`src/hw/rtl/assert_macros.svh`:
```
// ----------------------------------------------------------------------------
// assert_macros.svh
// Concurrent assertion shorthands used by the brightness core.
// ----------------------------------------------------------------------------
`ifndef ASSERT_MACROS_SVH
`define ASSERT_MACROS_SVH

// Check that cons holds in every cycle in which ante holds
`define DBSB_ASSERT_IMPLIES(label, clk, rst, ante, cons, msg) \
  label: assert property (@(posedge clk) disable iff (rst) (ante) |-> (cons)) \
    else $error(msg);

// Check that cond holds in every cycle
`define DBSB_ASSERT_ALWAYS(label, clk, rst, cond, msg) \
  label: assert property (@(posedge clk) disable iff (rst) (cond)) \
    else $error(msg);

`endif

```
`src/hw/rtl/dbsb_isqrt.sv`:
```
// ----------------------------------------------------------------------------
// dbsb_isqrt
// Pipelined floor square root, one root bit per stage, with side data.
// ----------------------------------------------------------------------------
module dbsb_isqrt #(
  parameter int RAD_W  = 64,
  parameter int SIDE_W = 1
) (
  input  logic                  clk,
  input  logic                  rst,
  input  logic                  adv,
  input  logic                  in_valid,
  input  logic [RAD_W-1:0]      in_rad,
  input  logic [SIDE_W-1:0]     in_side,
  output logic                  out_valid,
  output logic [RAD_W/2-1:0]    out_root,
  output logic [SIDE_W-1:0]     out_side
);

  localparam int ROOT_W = RAD_W / 2;
  localparam int REM_W  = ROOT_W + 3;

  logic [REM_W-1:0]  rem  [ROOT_W];
  logic [ROOT_W-1:0] root [ROOT_W];
  logic [RAD_W-1:0]  rad  [ROOT_W];
  logic [SIDE_W-1:0] side [ROOT_W];
  logic              vld  [ROOT_W];

  for (genvar i = 0; i < ROOT_W; i++) begin : g_stage
    logic [REM_W-1:0]  p_rem;
    logic [ROOT_W-1:0] p_root;
    logic [RAD_W-1:0]  p_rad;
    logic [SIDE_W-1:0] p_side;
    logic              p_v;
    logic [REM_W-1:0]  acc;
    logic [REM_W-1:0]  trial;

    // Take the previous stage, or the inputs at the head
    if (i == 0) begin : g_head
      assign p_rem  = '0;
      assign p_root = '0;
      assign p_rad  = in_rad;
      assign p_side = in_side;
      assign p_v    = in_valid;
    end else begin : g_body
      assign p_rem  = rem[i-1];
      assign p_root = root[i-1];
      assign p_rad  = rad[i-1];
      assign p_side = side[i-1];
      assign p_v    = vld[i-1];
    end

    // Bring down the next two radicand bits and try the next root bit
    assign acc   = {p_rem[REM_W-3:0], p_rad[RAD_W-1 -: 2]};
    assign trial = {1'b0, p_root, 2'b01};

    always_ff @(posedge clk) begin
      if (rst) begin
        vld[i] <= 1'b0;
      end else if (adv) begin
        vld[i] <= p_v;
      end
      if (adv) begin
        if (acc >= trial) begin
          rem[i]  <= acc - trial;
          root[i] <= {p_root[ROOT_W-2:0], 1'b1};
        end else begin
          rem[i]  <= acc;
          root[i] <= {p_root[ROOT_W-2:0], 1'b0};
        end
        rad[i]  <= p_rad << 2;
        side[i] <= p_side;
      end
    end
  end

  assign out_valid = vld[ROOT_W-1];
  assign out_root  = root[ROOT_W-1];
  assign out_side  = side[ROOT_W-1];

endmodule

```
`config.mk`:
```
export PLATFORM = sky130hd
export DESIGN_NAME = dbsb_isqrt
export DESIGN_NICKNAME = d
export VERILOG_FILES = /design/src/hw/rtl/assert_macros.svh /design/src/hw/rtl/dbsb_isqrt.sv
export SDC_FILE = /design/constraint.sdc
export NUM_CORES = 2
export LEC_CHECK = 0
export BUFFER_PORTS_ARGS = -buffer_cell sky130_fd_sc_hd__clkbuf_2
export CORE_MARGIN = 3
export CORE_UTILIZATION = 55
export DETAILED_ROUTE_END_ITERATION = 8
export PLACE_DENSITY = 0.71
export RECOVER_POWER = 25
export SLEW_MARGIN = 15
export SYNTH_ARGS = -nofsm -noshare
export SYNTH_HDL_FRONTEND = slang
export SYNTH_MEMORY_MAX_BITS = 65536
export SYNTH_SLANG_ARGS = --single-unit
```
`constraint.sdc`:
```
create_clock -name clk -period 6.97 [get_ports clk]
set_input_delay 1.394 -clock clk [delete_from_list [all_inputs] [get_ports clk]]
set_output_delay 1.394 -clock clk [all_outputs]
set_load 0.02 [all_outputs]
```
# Word-level counts from Yosys, hierarchy flattened
# Memories as Yosys holds them, arrays and structs flattened.
# Cells that the tools add are included.
[word_totals]
input_bits = 69
out_inout_bits = 34
ram_bits = 4192
mem_count = 5
latchBits = 0
regBits = 0
romBits = 0
elab_cells = 459
[mem_list]
columns = ["memory", "words", "width", "rd", "rd_ports_with_merged_regs", "wr", "line", "source"]
rows = [
  ["rad", 32, 62, 31, 0, 32, "dbsb_isqrt.sv:25", "logic [RAD_W-1:0] rad [ROOT_W];"],
  ["rem", 32, 35, 31, 0, 32, "dbsb_isqrt.sv:23", "logic [REM_W-1:0] rem [ROOT_W];"],
  ["root", 32, 32, 32, 0, 32, "dbsb_isqrt.sv:24", "logic [ROOT_W-1:0] root [ROOT_W];"],
  ["side", 32, 1, 32, 0, 32, "dbsb_isqrt.sv:26", "logic [SIDE_W-1:0] side [ROOT_W];"],
  ["vld", 32, 1, 32, 0, 32, "dbsb_isqrt.sv:27", "logic vld [ROOT_W];"],
]
[op_classes]
n_eq_ne = 0
muxes = 294
n_mul = 0
div = 0
n_lt_le_gt_ge = 32
reduce_logical = 0
add_sub_neg = 32
n_shift = 0
bitwise_logic = 96
[op_table]
columns = ["cell", "n"]
rows = [
  ["$mux 35", 32],
  ["$ge 35x34->1", 31],
  ["$sub 35x34->35", 31],
  ["$mux 32", 32],
  ["$mux 1", 230],
  ["$or 1x1->1", 96],
  ["$sub 2x1->3 const B", 1],
  ["$ge 2x1->1 const B", 1],
]

# Longest topological paths before layout
# An unclocked memory read counts as a cell.
[depth]
word_depth = 6
depth_mapped = 15
depth_no_buf = 13

# Worst setup path after synthesis
# OpenSTA, ideal clock, no wires.
[synth_path]
path_type = "input to register"
startpoint = "in adv"
endpoint = "mem rem[1][490] (netlist bit), enable pin"
path_buffers = 5
slack_ps = 2352
setup_time_ps = 444
required_ps = 6526
t_arrival_ps = 4173
stages = 5
path_cell_list = "clkbuf_1 -> clkbuf_1 -> clkbuf_1 -> clkbuf_1 -> clkbuf_1"
[synth_rtl]
columns = ["element", "line", "source"]
rows = [
  ["start: declaration", "dbsb_isqrt.sv:11", "input logic adv,"],
  ["end: declaration", "dbsb_isqrt.sv:23", ""],
]

==> impl_results.md <==
- CP max FO: 55
- Power per cell area: approximately 340 nW/um^2
- Total of max-cap violations: 0
- Routed vias: 70070
- H-tree depth: 5
- TritonCTS Sinks: between 2000 and 3000
- Most common cell after layout, fill and taps aside: edfxtp_1
- CTS resizes: 0
- Post-synth EDFFs: 2557
- Cell Rows: 169
- Mapped Cells: 9090
- Port-buffer cells: 102
- Initial Util: 0.5550
- Worst Tran Pin Value: 1.097 ns
- Post-route setup TNS: 0 ns
- Hold_buf cts: 0
- Hold EP: rad[1][225]
- Drt first pass iters: 8
- Fmax: 0.2295 GHz
- Die Y: 469.3 um
- Iter 0 DRT Violations: 5714
- IR drop worst, VDD: 0.0002259 V
- Crit. End Element: flip-flop
- Synth top area cells: edfxtp_1, ha_1, xor2_1
- Hold Crit Class: reg -> reg
- Die W: 469.3 um
- Area Growth Syn to Fin: 10.88%
- Worst Path Arrival: 4.94 ns
- Clock slew seen by the registers of the worst setup and hold paths: 0.06 ns
- Number of antenna violations at the first check in global routing: 2
- Status: completed
- Synthesized area per cell: 12.99 sq um
- Post-synth cell types: 83
- Post-DP HPWL: 176.5 mm
- Worst r2r path cells: 12
- IO Pins: 103
- Leakage Power: 50.16 nW
- Reg2Reg Launch Point: rem[1][350]
- Post-route cell area: 130900 sq um
- Share of the synthesized area in the top cell type: 0.6503
- RSZ-0062 raised after global routing: no
- Final Wtd Congestion: 0.9182
- WS Path Type: reg -> reg
- Largest net degree at the start of global routing: 191
- End of the worst register-to-register path: rem[1][417]
- Post CTS Setup Buffer Count: 0
- Synthesized area: 118100 sq um
- Core ar.: 212700 sq um
- Post-DR vias/cell: around 5.7
- Most frequent cells in the layout: edfxtp_1, inv_1, nand2_1
- Fin Clk Skew: 0.06057 ns
- Total gr overflow: 0
- Clock buffer depth: 4
- Seq/Total Area, Yosys: 0.6505
- Vias in the first global route: 69200
- Layout Nets: between 9000 and 10000
- Share of post-route cells with drive strength above 1: 0.07275
- TritonCTS Buffers: between 200 and 300
- Reg2Reg Setup Slack: 2.61 ns
- ANT nets after route: 0
- Area leader, netlist: edfxtp_1
- Slew HR: 0.2684
- CTS tree: built
- Ys async rst share: 0
- Final Routed Wirelength: 245.1 mm
- Final slew viol count: 0
- First-pass GRT wire length: ~380 mm
- Fin. Hold Viols: 0
- Yosys Warn Count: 0
- CTS root buffer: clkbuf_16
- Worst Min Path Start: rad[1][161]
- Fillers: between 15000 and 20000
- Die ar.: roughly 220000 sq um
- Startpoint class of the critical path: flip-flop
- Final Setup Violations: 0
- Hold path cells: 0
- Gr usage total: 0.2199
- DRC errors left: 0
- CP required: around 7.6 ns
- WL per Instance: 19.82 um
- Skew-Pair Late Insertion Delay: ~0.92 ns
- Top FF cell, synth: edfxtp_1
- Synth Register Bits: 2558
- Post-Syn Nets: 9721
- DP Area: 122000 sq um
- Final core occ: 0.6154
- Tcrit/Tclk final: 0.6252
- Post-route minimum period: 4.358 ns
-- cells by family (layout without fill, tap and decap cells) --
group                      count (synthesis)  count (layout)  synth area share
other                                      0               1                 0
DFF                                     2558            2558            0.6505
and+or+nand+nor                         2395            2395            0.1016
adders and majority gates                562             562           0.05956
muxes                                     53              53          0.004959
AOI/OAI and AO/OA                       1801            1801           0.09405
buffers and inverters                    907            1357           0.02895
xor gates and xnor gates                 814             814           0.06038
-- final cells by class --
| cell class | count | area [sq um] | area share |
|---|---|---|---|
| antenna | 1 | 2.502 | 0.00001911 |
| clock buffer | 328 | 7421 | 0.05668 |
| clock inverter | 160 | 1520 | 0.01161 |
| inverter | 710 | 2665 | 0.02036 |
| multi-input combinational | 5625 | 37920 | 0.2896 |
| sequential | 2558 | 76800 | 0.5867 |
| tap | 2821 | 3530 | 0.02696 |
| timing repair buffer | 159 | 1057 | 0.008076 |
-- Yosys cell counts, types with 42 or more instances --
library cell  number
o21a_1           102
a21oi_1          506
xnor2_1          379
or2_2             51
mux2_2            42
or3_1            108
nor3_1           265
a21o_1           259
and2_1            77
nand2_1          667
and3_1            60
o21bai_1          48
nand2b_1         116
edfxtp_1        2557
ha_1             562
clkbuf_1         179
or4_1             48
nor2_1           468
o21ai_0          540
xor2_1           435
nor2b_1           79
nand4_1           86
inv_1            708
nand3_1          135
nor4_1           106
-- sequential cells by signal, indices dropped and copies added (netlist names) --
name	flops
side	32
rad	992
rem	974
root	528
vld	32
-- where the power goes --
part / internal, mW / total, mW / switching [mW] / leakage [nW]
Combinational: 3.75 / 8.98 / 5.24 / 21.1
Clock: 8.61 / 14.4 / 5.81 / 4.34
Sequential: 19.5 / 21.0 / 1.50 / 24.7
-- critical path: stages (launching register included) --
cell and delay, ns:
edfxtp_1 0.42, ha_1 0.37, o21ai_0 0.19, a221oi_1 0.62, o21ai_0 0.22, a31oi_1 0.37
a21oi_1 0.22, o21ai_0 0.32, a21oi_1 0.17, o211a_1 0.23, buf_4 0.28, a2111oi_0 0.54
xor2_1 0.11
-- worst max-delay path by stage --
stage | from | end | cells after the start
6_report | rem[1][350] | rem[1][417] | 12
5_1_grt | rem[1][420] | rem[1][463] | 11
4_1_cts | rem[0][469] | rem[0][516] | 10
3_5_place_dp | adv | rem[0][133] | 11
3_3_place_gp | rem[1][420] | rem[1][463] | 11
2_1_floorplan | adv | rem[1][490] | 5
-- layer usage --
metal | vias up | global-route usage | share of wire
met5 | - | 0 | 0
met4 | 0 | 0.09457 | 0.045
met3 | 547 | 0.02674 | 0.037
met2 | 1630 | 0.3945 | 0.52
met1 | 33840 | 0.2676 | 0.40
li1 | 34050 | - | -
-- metrics by stage --
step | total power, mW | cells | setup slack (ns) | hold slack, ns
floorplan | 27.30 | 9090 | 2.352 | 0.4003
global placement | 30.12 | 11870 | 2.401 | 0.4002
detailed placement | 30.23 | 11870 | 2.292 | 0.4045
CTS | 44.81 | 12360 | 2.504 | 0.4040
global route | 46.63 | 12360 | 2.291 | 0.4159
finish | 44.41 | 12360 | 2.612 | 0.3980
Note: power is estimated with default switching activity, not from simulation.
